==> src/sv/tpbd_pkg.sv <==
`default_nettype none

package tpbd_pkg;

  typedef enum logic [3:0] {
    KIND_SAMPLE     = 4'd0,
    KIND_SILENCE    = 4'd1,
    KIND_NOTE       = 4'd2,
    KIND_ENV_OFF    = 4'd3,
    KIND_ENV_SET    = 4'd4,
    KIND_ROW_END    = 4'd5,
    KIND_ORNAMENT   = 4'd6,
    KIND_PERIOD     = 4'd7,
    KIND_VOLUME     = 4'd8,
    KIND_TEMPO      = 4'd9,
    KIND_GLIDE      = 4'd10,
    KIND_GLIDE_NOTE = 4'd11,
    KIND_GLIDE_OFF  = 4'd12,
    KIND_NOISE_ADD  = 4'd13,
    KIND_TRUNCATED  = 4'd14
  } kind_t;

  localparam logic [7:0] SAMPLE_FIRST  = 8'hE1;
  localparam logic [7:0] SILENCE_CODE  = 8'hE0;
  localparam logic [7:0] NOTE_FIRST    = 8'h80;
  localparam logic [7:0] NOTE_LAST     = 8'hDF;
  localparam logic [7:0] ENV_OFF_CODE  = 8'h7F;
  localparam logic [7:0] ENV_SET_FIRST = 8'h71;
  localparam logic [7:0] ENV_SET_LAST  = 8'h7E;
  localparam logic [7:0] ROW_END_CODE  = 8'h70;
  localparam logic [7:0] ORN_FIRST     = 8'h60;
  localparam logic [7:0] PERIOD_FIRST  = 8'h20;
  localparam logic [7:0] VOLUME_FIRST  = 8'h10;
  localparam logic [7:0] TEMPO_CODE    = 8'h0F;
  localparam logic [7:0] GLIDE_CODE    = 8'h0E;
  localparam logic [7:0] GNOTE_CODE    = 8'h0D;
  localparam logic [7:0] GLIDE_OFF_CODE = 8'h0C;

  typedef struct packed {
    logic [7:0] byte_in;
    logic       is_last;
  } in_t;

  typedef struct packed {
    kind_t             kind;
    logic [7:0]        amount;
    logic signed [7:0] delta;
    logic [15:0]       env_period;
    logic              row_done;
  } out_t;

endpackage

`default_nettype wire

==> src/sv/tracker_pattern_byte_decoder_unit.sv <==
// tracker pattern byte decoder
// in channel: one pattern byte per transaction (byte_in, is_last) on in_valid/in_stall.
// out channel: one decoded command per transaction on out_valid/out_stall.
// a command byte without operands puts its result into the result queue when it is
// taken; a command with operands does so when its last operand is taken.
// is_last before all operands arrive gives a truncated result and returns to idle.
// throughput is one byte per cycle while in_stall is low: decode and operand
// gathering are a single level of logic ahead of a two-entry result queue.
// the queue lets a byte be taken while a finished result waits; in_stall rises only
// when both queue entries are full, so a stalled receiver holds the sender back after
// at most two waiting results.
// rst (synchronous) empties the queue and clears the operand state, so the next
// byte is decoded as a command byte.
`default_nettype none

module tracker_pattern_byte_decoder_unit (
  input  wire logic         clk,
  input  wire logic         rst,
  input  wire logic         in_valid,
  output logic              in_stall,
  input  wire tpbd_pkg::in_t in_data,
  output logic              out_valid,
  input  wire logic         out_stall,
  output tpbd_pkg::out_t    out_data
);
  import tpbd_pkg::*;

  logic [1:0] bytes_pending, bytes_pending_next;
  kind_t      pending_kind, pending_kind_next;
  logic [3:0] held_shape, held_shape_next;
  logic [7:0] held_low_byte, held_low_byte_next;
  logic [7:0] held_delta, held_delta_next;

  out_t       res;
  logic       res_valid;
  out_t       slot0, slot1;
  logic [1:0] count;
  logic       accept, push, pop;
  logic [7:0] b;
  logic       last;
  logic [1:0] dec;

  assign b    = in_data.byte_in;
  assign last = in_data.is_last;
  assign dec  = bytes_pending - 2'd1;

  always_comb begin
    bytes_pending_next = bytes_pending;
    pending_kind_next  = pending_kind;
    held_shape_next    = held_shape;
    held_low_byte_next = held_low_byte;
    held_delta_next    = held_delta;
    res                = '0;
    res_valid          = 1'b0;
    if (bytes_pending != 2'd0) begin
      bytes_pending_next = dec;
      if (bytes_pending == 2'd3) begin
        held_delta_next = b;
      end else if (bytes_pending == 2'd2 && pending_kind == KIND_ENV_SET) begin
        held_low_byte_next = b;
      end
      if (dec == 2'd0) begin
        res_valid = 1'b1;
        res.kind  = pending_kind;
        unique case (pending_kind)
          KIND_ENV_SET: begin
            res.amount     = {4'd0, held_shape};
            res.env_period = {b, held_low_byte};
          end
          KIND_TEMPO: begin
            res.amount = b;
          end
          KIND_GLIDE, KIND_NOISE_ADD: begin
            res.delta = b;
          end
          KIND_GLIDE_NOTE: begin
            res.delta = held_delta;
          end
          default: begin
          end
        endcase
      end else if (last) begin
        bytes_pending_next = 2'd0;
        res_valid          = 1'b1;
        res.kind           = KIND_TRUNCATED;
      end
    end else begin
      res_valid = 1'b1;
      priority if (b >= SAMPLE_FIRST) begin
        res.kind   = KIND_SAMPLE;
        res.amount = b - SILENCE_CODE;
      end else if (b == SILENCE_CODE) begin
        res.kind     = KIND_SILENCE;
        res.row_done = 1'b1;
      end else if (b >= NOTE_FIRST && b <= NOTE_LAST) begin
        res.kind     = KIND_NOTE;
        res.amount   = b - NOTE_FIRST;
        res.row_done = 1'b1;
      end else if (b == ENV_OFF_CODE) begin
        res.kind = KIND_ENV_OFF;
      end else if (b >= ENV_SET_FIRST && b <= ENV_SET_LAST) begin
        held_shape_next = b[3:0];
        if (last) begin
          res.kind = KIND_TRUNCATED;
        end else begin
          res_valid          = 1'b0;
          bytes_pending_next = 2'd2;
          pending_kind_next  = KIND_ENV_SET;
        end
      end else if (b == ROW_END_CODE) begin
        res.kind     = KIND_ROW_END;
        res.row_done = 1'b1;
      end else if (b >= ORN_FIRST) begin
        res.kind   = KIND_ORNAMENT;
        res.amount = b - ORN_FIRST;
      end else if (b >= PERIOD_FIRST) begin
        res.kind   = KIND_PERIOD;
        res.amount = b - PERIOD_FIRST;
      end else if (b >= VOLUME_FIRST) begin
        res.kind   = KIND_VOLUME;
        res.amount = b - VOLUME_FIRST;
      end else if (b == GLIDE_OFF_CODE) begin
        res.kind = KIND_GLIDE_OFF;
      end else begin
        if (last) begin
          res.kind = KIND_TRUNCATED;
        end else begin
          res_valid = 1'b0;
          if (b == TEMPO_CODE) begin
            bytes_pending_next = 2'd1;
            pending_kind_next  = KIND_TEMPO;
          end else if (b == GLIDE_CODE) begin
            bytes_pending_next = 2'd1;
            pending_kind_next  = KIND_GLIDE;
          end else if (b == GNOTE_CODE) begin
            bytes_pending_next = 2'd3;
            pending_kind_next  = KIND_GLIDE_NOTE;
          end else begin
            bytes_pending_next = 2'd1;
            pending_kind_next  = KIND_NOISE_ADD;
          end
        end
      end
    end
  end

  assign in_stall  = (count == 2'd2);
  assign accept    = in_valid && !in_stall;
  assign push      = accept && res_valid;
  assign out_valid = (count != 2'd0);
  assign pop       = out_valid && !out_stall;
  assign out_data  = slot0;

  always_ff @(posedge clk) begin
    if (rst) begin
      bytes_pending <= 2'd0;
      pending_kind  <= KIND_SAMPLE;
      held_shape    <= 4'd0;
      held_low_byte <= 8'd0;
      held_delta    <= 8'd0;
    end else if (accept) begin
      bytes_pending <= bytes_pending_next;
      pending_kind  <= pending_kind_next;
      held_shape    <= held_shape_next;
      held_low_byte <= held_low_byte_next;
      held_delta    <= held_delta_next;
    end
  end

  // two-entry result queue, head in slot0
  always_ff @(posedge clk) begin
    if (rst) begin
      count <= 2'd0;
    end else begin
      count <= count + {1'b0, push} - {1'b0, pop};
    end
  end

  always_ff @(posedge clk) begin
    if (pop) begin
      if (push && count == 2'd1) begin
        slot0 <= res;
      end else begin
        slot0 <= slot1;
      end
      if (push && count == 2'd2) begin
        slot1 <= res;
      end
    end else if (push) begin
      if (count == 2'd0) begin
        slot0 <= res;
      end else begin
        slot1 <= res;
      end
    end
  end

endmodule

`default_nettype wire

==> config.mk <==
export PLATFORM = sky130hd
export DESIGN_NAME = tracker_pattern_byte_decoder_unit
export DESIGN_NICKNAME = d
export VERILOG_FILES = /design/src/sv/tpbd_pkg.sv /design/src/sv/tracker_pattern_byte_decoder_unit.sv
export SDC_FILE = /design/constraint.sdc
export NUM_CORES = 1
export LEC_CHECK = 0
export BUFFER_PORTS_ARGS = -buffer_cell sky130_fd_sc_hd__buf_2
export CORE_MARGIN = 4
export CORE_UTILIZATION = 59
export DETAILED_ROUTE_END_ITERATION = 10
export GPL_ROUTABILITY_DRIVEN = 0
export PLACE_DENSITY = 0.85
export SLEW_MARGIN = 20
export SYNTH_ARGS = -nofsm -noshare
export SYNTH_HDL_FRONTEND = slang
export SYNTH_SLANG_ARGS = --single-unit
==> constraint.sdc <==
create_clock -name clk -period 6.35 [get_ports clk]
set_clock_uncertainty 0.15 [all_clocks]
set_input_delay 0.3175 -clock clk [delete_from_list [all_inputs] [get_ports clk]]
set_output_delay 0.3175 -clock clk [all_outputs]
set_load 0.03 [all_outputs]
==> results of run 1 <==
## sequential cells by signal, indices dropped and copies added, names as in the netlist
signal         flops
held_delta         8
out_data          37
slot1             37
count              2
held_shape         4
held_low_byte      8
pending_kind       4
bytes_pending      2
## routing by layer
| metal | vias to the layer above | GRT usage, % | part of all wire [%] |
|---|---|---|---|
| met2 | 212 | 35.9 | 45 |
| met3 | 29 | 4.61 | 8.9 |
| met5 | - | 0 | 0 |
| met1 | 1801 | 31.7 | 43 |
| met4 | 0 | 8.18 | 2.5 |
| li1 | 1739 | - | - |
## area by class of cell
type                       instances  area [sq um]  share of cell area (%)
tap                              105           131                    2.31
clock buffer                       9           124                    2.18
clock inverter                     7          78.8                    1.39
timing repair buffer              55           305                    5.36
sequential                       102          2780                    48.9
multi-input combinational        304          2220                    39.1
inverter                          12          45.0                   0.792
## worst max-delay path: stages
cell                       delay [ns]
sky130_fd_sc_hd__buf_2           0.20
sky130_fd_sc_hd__inv_1           0.27
sky130_fd_sc_hd__ha_1            0.26
sky130_fd_sc_hd__nor3b_2         0.30
sky130_fd_sc_hd__a21oi_1         0.15
sky130_fd_sc_hd__or3b_4          0.44
sky130_fd_sc_hd__o21bai_1        0.39
sky130_fd_sc_hd__ha_1            0.32
sky130_fd_sc_hd__inv_1           0.05
sky130_fd_sc_hd__ha_1            0.14
sky130_fd_sc_hd__xor2_1          0.18
sky130_fd_sc_hd__xnor2_1         0.14
sky130_fd_sc_hd__nor2_1          0.05
## synthesized netlist by cell type (3+ instances only)
cell type,count
sky130_fd_sc_hd__a211oi_1,5
sky130_fd_sc_hd__a21boi_0,3
sky130_fd_sc_hd__a21o_1,7
sky130_fd_sc_hd__a21oi_1,27
sky130_fd_sc_hd__a22o_1,12
sky130_fd_sc_hd__a31o_2,6
sky130_fd_sc_hd__a31oi_1,3
sky130_fd_sc_hd__and2_1,14
sky130_fd_sc_hd__and3_1,3
sky130_fd_sc_hd__buf_2,4
sky130_fd_sc_hd__clkbuf_1,21
sky130_fd_sc_hd__dfxtp_1,28
sky130_fd_sc_hd__edfxtp_1,74
sky130_fd_sc_hd__ha_1,15
sky130_fd_sc_hd__inv_1,12
sky130_fd_sc_hd__mux2_1,6
sky130_fd_sc_hd__mux2_2,29
sky130_fd_sc_hd__mux2i_1,16
sky130_fd_sc_hd__nand2_1,33
sky130_fd_sc_hd__nand2b_1,5
sky130_fd_sc_hd__nand3_1,14
sky130_fd_sc_hd__nor2_1,37
sky130_fd_sc_hd__nor2b_1,3
sky130_fd_sc_hd__nor3_1,8
sky130_fd_sc_hd__nor3b_1,3
sky130_fd_sc_hd__o21ai_0,10
sky130_fd_sc_hd__o31ai_1,4
## path summary, 6_finish.rpt
check | start | endpoint | slack, ns | depth (start not counted)
worst max-delay path | in_data[6] | count[1]$_SDFF_PP0_ | 3.21 | 13
worst max register to register | bytes_pending[0]$_SDFFE_PP0P_ | out_data[30]$_DFFE_PP_ | 3.23 | 8
worst min-delay path | in_data[5] | held_delta[4]$_SDFFE_PP0P_ | 0.19 | 3
worst min register to register | held_delta[7]$_SDFFE_PP0P_ | held_delta[7]$_SDFFE_PP0P_ | 0.31 | 2
## metrics by stage
stage / util (%) / hold slack (ns)
CTS: 68.1 / 0.173
floorplan: - / 0.287
detailed placement: 65.7 / 0.298
global placement: 65.4 / 0.292
global route: 68.2 / 0.185
finish: 68.2 / 0.190
## power groups by stage
stage	registers, uW	logic, uW	clock network, uW
CTS	980	748	429
floorplan	1260	254	0
global route	994	789	462
global placement	991	706	0
detailed placement	994	745	0
finish	977	743	428
## cells by family after synthesis
| family | synth area share, % |
|---|---|
| AO/OA/AOI/OAI | 13.5 |
| multiplexers | 10.8 |
| flip-flops | 54.1 |
| adder cells (fa/ha/maj) | 3.65 |
| buffers and inverters | 3.38 |
| AND/OR/NAND/NOR | 14.2 |
| XOR/XNOR | 0.341 |
==> load_flow_metrics.sql, run 1 <==
INSERT INTO impl_metrics (metric_group, metric, value, unit) VALUES
('run_status', 'outcome', 'finished clean', ''),
('floorplanning', 'fp.dieArea', '10300', 'sq um'),
('cells_and_area', 'antenna_cells_inserted', '0', ''),
('clock_network', 'cts_buffers', '9', ''),
('grt', 'grt_start_max_net_pins', '40', ''),
('placement', 'numPortBuffers', '51', ''),
('floorplanning', 'top_level_ports', '52', ''),
('grt', 'global_route_wire_length_before_repair', '18500', 'microns'),
('sta', 'min_period_over_period', '49.5', '%'),
('cells_and_area', 'final_cell_area', '5690', 'sq um'),
('synthesis', 'post_synth.cell_area_avg', '11.5', 'sq um'),
('clock_network', 'cts.path.max_buffers', '2', ''),
('power', 'power_density', '377', 'nW/um^2'),
('placement', 'dp_hpwl', '7970', 'microns'),
('drt', 'drtAntennaViolNets', '0', ''),
('drt', 'total_number_of_vias', '3781', ''),
('drt', 'drt-total-wl', '11400', 'microns'),
('setup_path', 'cp_data_arrival_time', '3.23', 'ns'),
('placement', 'placed_area', '5480', 'sq um'),
('grt', 'antenna_violations_before_repair', '0', ''),
('cells_and_area', 'syn2layout_area_growth', '10.6', '%'),
('sta', 'final.setup.tns', '0', 'ns'),
('cells_and_area', 'mostFrequentLayoutCell', 'sky130_fd_sc_hd__edfxtp_1', ''),
('synthesis', 'cell_area_after_synthesis', '5140', 'sq um'),
('setup_path', 'setup_crit_start_kind', 'input pin', ''),
('worst_hold_path', 'hold_class', 'in -> reg', ''),
('cells_and_area', 'layout.filler_cells', '612', ''),
('power', 'power.total', '2150', 'uW'),
('clock_network', 'post_cts_hold_buffer_count', '0', ''),
('grt', 'global_route.overflow_total', '0', ''),
('sta', 'relSlewSlack', '36.0', '%'),
('grt', 'first_global_vias', '3729', ''),
('synthesis', 'ys_ff_latch', '102', ''),
('sta', 'max_slew.worst_pin.slew', '0.956', 'ns'),
('synthesis', 'synth.top_cell.area_share', '43.2', '%'),
('floorplanning', 'die-height', '101', 'microns'),
('clock_network', 'root_buffer_master', 'sky130_fd_sc_hd__clkbuf_8', ''),
('power', 'power.switching', '813', 'uW'),
('synthesis', 'synth.lib_cells_used.distinct', '63', ''),
('sta', 'final_min_period', '3.14', 'ns'),
('power', 'clock_power_share', '19.9', '%'),
('drt', 'dr.pass1.iters', '5', ''),
('synthesis', 'synth_fp_nets', '475', ''),
('sta', 'drv_slew', '0', ''),
('synthesis', 'synth_area_leaders', 'sky130_fd_sc_hd__edfxtp_1, sky130_fd_sc_hd__dfxtp_1, sky130_fd_sc_hd__mux2_2', ''),
('synthesis', 'synthCells', '447', ''),
('cells_and_area', 'layout-drive-gt1-share', '23.9', '%'),
('drt', 'avgRoutedWirePerCell', '19.2', 'microns'),
('cells_and_area', 'final_cell_mix', 'sky130_fd_sc_hd__edfxtp_1, sky130_fd_sc_hd__buf_2, sky130_fd_sc_hd__nor2_1', ''),
('setup_path', 'criticalPathCategory', 'in -> reg', ''),
('power', 'power.internal', '1330', 'uW'),
('placement', 'detailedPlace.worstSlack', '2.86', 'ns'),
('grt', 'groute.usage.overall', '22.9', '%'),
('setup_path', 'cp_data_required_time', '6.44', 'ns'),
('placement', 'placed_cells', '578', ''),
('power', 'power_leakage', '0.00212', 'uW'),
('drt', 'drt_iter0_drc', '541', ''),
('synthesis', 'dominantRegCellSynth', 'sky130_fd_sc_hd__edfxtp_1', ''),
('clock_network', 'tritoncts', 'built', ''),
('floorplanning', 'num_rows', '33', ''),
('synthesis', 'synth_seq_area_share', '54.1', '%'),
('sta', 'finalSetupViolations', '0', ''),
('synthesis', 'synth_top_cell_by_area', 'sky130_fd_sc_hd__edfxtp_1', ''),
('sta', 'finalHoldViolations', '0', ''),
('power', 'pwr-share-seq', '45.5', '%'),
('clock_network', 'cts.sink_count', '102', ''),
('floorplanning', 'initial_core_util', '61.7', '%'),
('drt', 'via_per_inst', '6.37', ''),
('setup_path', 'timing.critical_path.to_type', 'flop', ''),
('power', 'sw_frac_of_total', '37.9', '%'),
('synthesis', 'async_flop_share', '0', '%');
Power figures use the tool's default switching activity.
==> inputs of run 2 (changes only) <==
==> constraint.sdc (replaced) <==
create_clock -name clk -period 3.2 [get_ports clk]
set_clock_uncertainty 0.15 [all_clocks]
set_input_delay 0.16 -clock clk [delete_from_list [all_inputs] [get_ports clk]]
set_output_delay 0.16 -clock clk [all_outputs]
set_load 0.03 [all_outputs]
==> run 2 against run 1 <==
Sequential power increased by 98%. Non-clock buffer count increased by 26. Register-to-register slack got worse by 2.8 ns. Sequential share of layout area decreased by 1.9 points. Worst hold slack got worse by 0.17 ns. Critical path depth decreased by 2. Setup slack got worse by 3.1 ns. Clock power increased by 76%. First-iteration DRC count increased by 12%. Die area unchanged. Via count increased by 4.8%. Total power increased by 98%. Largest power group unchanged.
==> load_flow_metrics.sql, run 2 (synthesized netlist as in run 1, its figures left out) <==
INSERT INTO impl_metrics (metric_group, metric, value, unit) VALUES
('run_status', 'outcome', 'finished clean', ''),
('setup_path', 'reg2reg_slack', '0.45', 'ns'),
('grt', 'global_route.overflow_total', '0', ''),
('sta', 'finalHoldViolations', '0', ''),
('drt', 'drt_iter0_drc', '604', ''),
('grt', 'global_route_wire_length_before_repair', '18800', 'microns'),
('worst_hold_path', 'min_delay_worst_endpoint', 'held_low_byte[5]$_SDFFE_PP0P_', ''),
('floorplanning', 'initial_core_util', '61.7', '%'),
('placement', 'placed_area', '5640', 'sq um'),
('drt', 'detail_route.drc_violations', '0', ''),
('grt', 'grt_start_max_net_pins', '40', ''),
('sta', 'finalSetupViolations', '0', ''),
('setup_path', 'timing.critical_path.to_type', 'flop', ''),
('floorplanning', 'standard_cell_core_area', '8340', 'sq um'),
('sta', 'max_slew.worst_pin.slew', '0.732', 'ns'),
('setup_path', 'cp_data_required_time', '3.17', 'ns'),
('clock_network', 'cts_buffers', '9', ''),
('floorplanning', 'num_rows', '33', ''),
('setup_path', 'cp_data_arrival_time', '3.06', 'ns'),
('setup_path', 'timing.critical_path.fanout_max', '20', ''),
('drt', 'via_per_inst', '6.39', ''),
('power', 'ir_drop', '0.000612', 'V'),
('setup_path', 'criticalPathCategory', 'in -> reg', ''),
('drt', 'drt-total-wl', '12000', 'microns'),
('power', 'power_leakage', '0.00225', 'uW'),
('grt', 'met3_usage', '3.51', '%'),
('setup_path', 'setup_crit_start_kind', 'input pin', ''),
('cells_and_area', 'layout.filler_cells', '562', ''),
('cells_and_area', 'antenna_cells_inserted', '0', ''),
('clock_network', 'cts.clk_slew.worst_paths', '0.10', 'ns'),
('sta', 'min_period_over_period', '96.6', '%'),
('drt', 'total_number_of_vias', '3961', ''),
('floorplanning', 'die-width', '101', 'microns'),
('grt', 'antenna_violations_before_repair', '0', ''),
('clock_network', 'cts.sink_count', '102', ''),
('cells_and_area', 'final_cell_mix', 'sky130_fd_sc_hd__edfxtp_1, sky130_fd_sc_hd__buf_2, sky130_fd_sc_hd__nor2_1', ''),
('cells_and_area', 'mostFrequentLayoutCell', 'sky130_fd_sc_hd__edfxtp_1', ''),
('worst_hold_path', 'hold_class', 'in -> reg', ''),
('cells_and_area', 'syn2layout_area_growth', '15.2', '%'),
('setup_path', 'rr_endpoint', 'out_data[8]$_DFFE_PP_', ''),
('sta', 'final_min_period', '3.09', 'ns'),
('sta', 'grt_setup_unrepaired', 'false', ''),
('cells_and_area', 'layout-drive-gt1-share', '28.2', '%'),
('cells_and_area', 'final_cell_area', '5920', 'sq um'),
('drt', 'drtAntennaViolNets', '0', ''),
('floorplanning', 'die-height', '101', 'microns'),
('sta', 'relSlewSlack', '50.8', '%'),
('cells_and_area', 'final_nets', '538', ''),
('floorplanning', 'fp.dieArea', '10300', 'sq um'),
('setup_path', 'rr_startpoint', 'bytes_pending[0]$_SDFFE_PP0P_', ''),
('worst_hold_path', 'whs_path_depth', '3', ''),
('placement', 'numPortBuffers', '51', ''),
('drt', 'dr.pass1.iters', '6', ''),
('power', 'power_density', '717', 'nW/um^2'),
('cells_and_area', 'regArea', '2780', 'sq um'),
('grt', 'groute.usage.overall', '23.3', '%'),
('floorplanning', 'top_level_ports', '52', ''),
('grt', 'global_route.usage.met1', '31.8', '%'),
('cells_and_area', 'multi_input_comb_area', '2240', 'sq um'),
('drt', 'avgRoutedWirePerCell', '19.4', 'microns'),
('sta', 'final.setup.tns', '0', 'ns'),
('run', 'timing.max_cap.violations', '0', ''),
('worst_hold_path', 'worst_hold_startpoint', 'in_data[6]', ''),
('clock_network', 'cts.htree.levels', '3', ''),
('placement', 'dp_hpwl', '7960', 'microns'),
('grt', 'gr-usage-met2', '36.8', '%'),
('grt', 'first_global_vias', '3804', ''),
('sta', 'timing.fmax', '324', 'MHz'),
('clock_network', 'clk-insertion-delay-late', '0.37', 'ns'),
('clock_network', 'cts.path.max_buffers', '2', ''),
('clock_network', 'tritoncts', 'built', ''),
('clock_network', 'root_buffer_master', 'sky130_fd_sc_hd__clkbuf_8', ''),
('setup_path', 'reg2reg_depth', '8', ''),
('sta', 'drv_slew', '0', ''),
('grt', 'grt-busiest-layer', 'met2', '');
-- run 2: cell types whose count changed in the layout (fill, tap and decap cells not counted), sizes merged --
cell,delta
clkbuf,+2
clkinv,+1
dlygate4sd3,+1
clkinvlp,+1
bufinv,-1
inv,-1
buf,+23
-- run 2: timing repair --
action,in CTS,in global routing
endpoints found under the hold margin,1,0
endpoints found under the setup margin,0,36
hold buffers,1,0
buffers inserted,0,6
resized for setup,0,6
-- run 2: cell type report --
cell class	instances	share of cell area, %
timing repair buffer	81	9.19
multi-input combinational	304	37.8
inverter	12	0.760
clock inverter	7	0.993
tap	105	2.22
clock buffer	9	2.09
sequential	102	47.0
-- run 2: power breakdown --
group | leakage, uW | switching (uW) | internal, uW
registers | 0.000940 | 89.7 | 1840
clock network | 0.0000904 | 460 | 292
logic | 0.00122 | 1070 | 493
-- run 2: worst max path at each step --
| stage | startpoint | endpoint | slack [ns] | cells after the start |
|---|---|---|---|---|
| 2_1_floorplan | in_data[5] | slot1[0]$_DFFE_PP_ | 0.006 | 9 |
| 3_3_place_gp | in_data[5] | out_data[27]$_DFFE_PP_ | 0.39 | 9 |
| 3_5_place_dp | in_data[5] | out_data[24]$_DFFE_PP_ | 0.27 | 9 |
| 4_1_cts | in_data[5] | count[1]$_SDFF_PP0_ | 0.07 | 14 |
| 5_1_grt | in_data[5] | out_data[28]$_DFFE_PP_ | 0.008 | 11 |
| 6_report | in_data[5] | out_data[8]$_DFFE_PP_ | 0.11 | 11 |
-- run 2: routing by layer --
layer  wire length [microns]  up-vias
li1                        -     1802
met1                    4890     1865
met2                    5570      254
met3                    1160       40
met4                     420        0
met5                       0        -
-- run 2: critical path, cell delays in order --
cell and delay (ns):
sky130_fd_sc_hd__dlygate4sd3_1 0.53, sky130_fd_sc_hd__clkbuf_4 0.19, sky130_fd_sc_hd__inv_2 0.11, sky130_fd_sc_hd__ha_1 0.21
sky130_fd_sc_hd__nor3b_4 0.27, sky130_fd_sc_hd__a21oi_1 0.12, sky130_fd_sc_hd__or3b_4 0.43, sky130_fd_sc_hd__o32ai_4 0.31
sky130_fd_sc_hd__buf_4 0.19, sky130_fd_sc_hd__buf_12 0.16, sky130_fd_sc_hd__mux2_2 0.35
-- run 2: stage by stage --
stage               hold slack [ns]  total power (uW)  util, %  cells  setup WS (ns)
floorplan                     0.255              3000        -    447        0.00572
global placement              0.293              3430     67.6    596          0.391
detailed placement            0.304              3470     67.6    596          0.265
CTS                          0.0186              4210     69.9    613         0.0711
global route                 0.0154              4430     71.0    620        0.00832
finish                       0.0185              4250     71.0    620          0.109
==> inputs of run 3 (changes only) <==
--- a/config.mk
+++ b/config.mk
@@ -5,6 +5,7 @@
 export SDC_FILE = /design/constraint.sdc
 export NUM_CORES = 1
 export LEC_CHECK = 0
+export ABC_AREA = 1
 export BUFFER_PORTS_ARGS = -buffer_cell sky130_fd_sc_hd__buf_2
 export CORE_MARGIN = 4
 export CORE_UTILIZATION = 59
==> run 3 against run 2 <==
Cell area down 0.34%. Sequential power up 9%. Global-route usage down 0.40 points. Fmax up 10%. Wire length down 1.3%. Final cell count up 20%. Utilization down 4.0 points. Register-to-register slack about the same. Via count up 9.5%. Die area up 4.1%. Critical endpoint is now count[1]$_SDFF_PP0_. Highest routed layer unchanged.
==> load_flow_metrics.sql, run 3 <==
INSERT INTO impl_metrics (metric_group, metric, value, unit) VALUES
('power', 'power_leakage', '0.00242', 'uW'),
('synthesis', 'yosysWarningCount', '0', ''),
('grt', 'first_global_vias', '3967', ''),
('drt', 'drtAntennaViolNets', '0', ''),
('synthesis', 'synth.top_cell.area_share', '41.4', '%'),
('placement', 'numPortBuffers', '51', ''),
('clock_network', 'cts.sink_count', '102', ''),
('grt', 'grt_start_max_net_pins', '39', ''),
('worst_hold_path', 'hold_class', 'in -> reg', ''),
('setup_path', 'cp_data_arrival_time', '2.95', 'ns'),
('synthesis', 'synthTopCellsByCount', 'sky130_fd_sc_hd__nand2_1, sky130_fd_sc_hd__edfxtp_1, sky130_fd_sc_hd__inv_1, sky130_fd_sc_hd__nor2_1, sky130_fd_sc_hd__a21oi_1', ''),
('drt', 'via_per_inst', '5.81', ''),
('synthesis', 'cell_area_after_synthesis', '5370', 'sq um'),
('synthesis', 'synth_fp_nets', '611', ''),
('grt', 'global_route.overflow_total', '0', ''),
('floorplanning', 'die-height', '103', 'microns'),
('synthesis', 'synth_seq_area_share', '51.8', '%'),
('floorplanning', 'standard_cell_core_area', '8810', 'sq um'),
('placement', 'detailedPlace.worstSlack', '0.243', 'ns'),
('sta', 'grt_setup_unrepaired', 'false', ''),
('drt', 'detail_route.drc_violations', '0', ''),
('floorplanning', 'die-width', '103', 'microns'),
('synthesis', 'yosysMostFrequentCell', 'sky130_fd_sc_hd__nand2_1', ''),
('synthesis', 'synthCells', '583', ''),
('placement', 'placed_cells', '727', ''),
('setup_path', 'setup_crit_start_kind', 'input pin', ''),
('clock_network', 'cts_buffers', '9', ''),
('setup_path', 'timing.critical_path.to_type', 'flop', ''),
('cells_and_area', 'final_nets', '661', ''),
('run_status', 'outcome', 'finished clean', ''),
('cells_and_area', 'multi_input_comb_area', '2210', 'sq um'),
('worst_hold_path', 'worst_hold_startpoint', 'in_data[7]', ''),
('synthesis', 'synth-edff-count', '74', ''),
('clock_network', 'clk-insertion-delay-late', '0.36', 'ns'),
('sta', 'relSlewSlack', '46.2', '%'),
('grt', 'antenna_violations_before_repair', '0', ''),
('cells_and_area', 'syn2layout_area_growth', '9.90', '%'),
('cells_and_area', 'final_cell_mix', 'sky130_fd_sc_hd__nand2_1, sky130_fd_sc_hd__edfxtp_1, sky130_fd_sc_hd__inv_1, sky130_fd_sc_hd__buf_2, sky130_fd_sc_hd__nor2_1', ''),
('setup_path', 'criticalPathCategory', 'in -> reg', ''),
('drt', 'drt-total-wl', '11900', 'microns'),
('run', 'timing.max_cap.violations', '0', ''),
('sta', 'drv_slew', '0', ''),
('setup_path', 'timing.critical_path.fanout_max', '11', ''),
('sta', 'final.setup.tns', '0', 'ns'),
('sta', 'finalHoldViolations', '0', ''),
('clock_network', 'tritoncts', 'built', ''),
('sta', 'worst_slack', '0.393', 'ns'),
('sta', 'min_period_over_period', '87.7', '%'),
('synthesis', 'synth_top_cell_by_area', 'sky130_fd_sc_hd__edfxtp_1', ''),
('cells_and_area', 'antenna_cells_inserted', '0', ''),
('clock_network', 'cts.clk_slew.worst_paths', '0.10', 'ns'),
('cells_and_area', 'layout-drive-gt1-share', '20.4', '%'),
('floorplanning', 'fp.dieArea', '10700', 'sq um'),
('drt', 'drt_iter0_drc', '426', ''),
('synthesis', 'ys_ff_latch', '102', ''),
('sta', 'max_slew.worst_pin.slew', '0.807', 'ns'),
('cells_and_area', 'layout.cells.non_filler', '746', ''),
('drt', 'avgRoutedWirePerCell', '15.9', 'microns'),
('setup_path', 'crit_path_start', 'in_data[4]', ''),
('cells_and_area', 'mostFrequentLayoutCell', 'sky130_fd_sc_hd__nand2_1', ''),
('sta', 'timing.fmax', '356', 'MHz'),
('drt', 'total_number_of_vias', '4337', ''),
('synthesis', 'dominantRegCellSynth', 'sky130_fd_sc_hd__edfxtp_1', ''),
('cells_and_area', 'regArea', '2780', 'sq um'),
('floorplanning', 'top_level_ports', '52', ''),
('placement', 'dp_hpwl', '8650', 'microns'),
('synthesis', 'async_flop_share', '0', '%'),
('setup_path', 'cp_data_required_time', '3.34', 'ns'),
('drt', 'dr.pass1.iters', '6', ''),
('cells_and_area', 'layout.filler_cells', '654', ''),
('synthesis', 'synth_area_leaders', 'sky130_fd_sc_hd__edfxtp_1, sky130_fd_sc_hd__nand2_1, sky130_fd_sc_hd__dfxtp_1', ''),
('power', 'power_density', '790', 'nW/um^2'),
('clock_network', 'root_buffer_master', 'sky130_fd_sc_hd__clkbuf_8', ''),
('floorplanning', 'initial_core_util', '61.0', '%'),
('sta', 'final_min_period', '2.81', 'ns'),
('clock_network', 'cts.htree.levels', '3', ''),
('setup_path', 'rr_startpoint', 'bytes_pending[0]$_SDFFE_PP0P_', ''),
('clock_network', 'cts.path.max_buffers', '2', ''),
('power', 'ir_drop', '0.000497', 'V'),
('clock_network', 'ctsResizeCount', '0', ''),
('floorplanning', 'num_rows', '34', ''),
('sta', 'finalSetupViolations', '0', ''),
('synthesis', 'post_synth.cell_area_avg', '9.21', 'sq um'),
('synthesis', 'synth.lib_cells_used.distinct', '41', ''),
('grt', 'global_route_wire_length_before_repair', '19100', 'microns'),
('grt', 'groute.usage.overall', '22.9', '%');
## run 3: final timing paths
kind,end,slack (ns),depth (start not counted)
worst min register to register,held_delta[3]$_SDFFE_PP0P_,0.32,2
worst max register to register,count[1]$_SDFF_PP0_,0.46,13
worst min-delay path,held_low_byte[6]$_SDFFE_PP0P_,0.05,3
worst max-delay path,count[1]$_SDFF_PP0_,0.39,18
## run 3: report_power, final
part / leakage, uW / internal (uW) / switching [uW]
clock: 0.0000858 / 295 / 460
sequential: 0.000940 / 1990 / 118
combinational: 0.00140 / 457 / 1350
## run 3: cells by family after synthesis
| group | Yosys count | synth area share (%) |
|---|---|---|
| compound gates | 92 | 9.78 |
| xor+xnor | 2 | 0.326 |
| fa+ha+maj | 15 | 3.49 |
| buf+inv | 79 | 7.52 |
| flops | 102 | 51.8 |
| simple gates | 293 | 27.1 |
## run 3: per-stage QoR
step	power [uW]	util, %	area, sq um	hold WS (ns)
final	4660	67.0	5900	0.0486
after global routing	4930	67.0	5900	0.0611
after CTS	4700	67.0	5900	0.0281
after detailed placement	3960	64.6	5690	0.281
after global placement	3870	64.6	5690	0.276
after floorplan	3510	-	5390	0.0791
## run 3: what timing repair did
action / in CTS / in global routing
hold buffers: 3 / 0
endpoints found under the setup margin: 0 / 0
hold endpoints to repair: 10 / 0
buffers inserted: 0 / 0
## run 3: routing by layer
metal / GRT usage [%] / vias to the layer above / part of all wire (%)
met2: 35.9 / 212 / 47
met5: 0 / - / 0
met1: 31.8 / 2020 / 42
met3: 4.43 / 21 / 9.1
met4: 8.27 / 0 / 1.8
li1: - / 2084 / -
## run 3: final cells by class
class	instances	share of cell area (%)
Multi-Input combinational cell	402	37.5
Tap cell	108	2.29
Clock buffer	10	2.16
Inverter	54	3.60
Clock inverter	6	0.975
Timing Repair Buffer	64	6.32
Sequential cell	102	47.1
## run 3: worst max-delay path, stage by stage
cell and delay (ns):
sky130_fd_sc_hd__dlygate4sd3_1 0.52, sky130_fd_sc_hd__buf_2 0.17, sky130_fd_sc_hd__nand2_1 0.14, sky130_fd_sc_hd__nor2_1 0.24, sky130_fd_sc_hd__nor2_1 0.10, sky130_fd_sc_hd__nand2_1 0.08
sky130_fd_sc_hd__buf_4 0.19, sky130_fd_sc_hd__o21ai_4 0.08, sky130_fd_sc_hd__nand2_1 0.06, sky130_fd_sc_hd__nand2_1 0.06, sky130_fd_sc_hd__nand2_2 0.09, sky130_fd_sc_hd__inv_1 0.10
sky130_fd_sc_hd__ha_1 0.29, sky130_fd_sc_hd__inv_1 0.04, sky130_fd_sc_hd__ha_1 0.17, sky130_fd_sc_hd__xor2_1 0.17, sky130_fd_sc_hd__o21ai_0 0.11, sky130_fd_sc_hd__a21oi_1 0.17
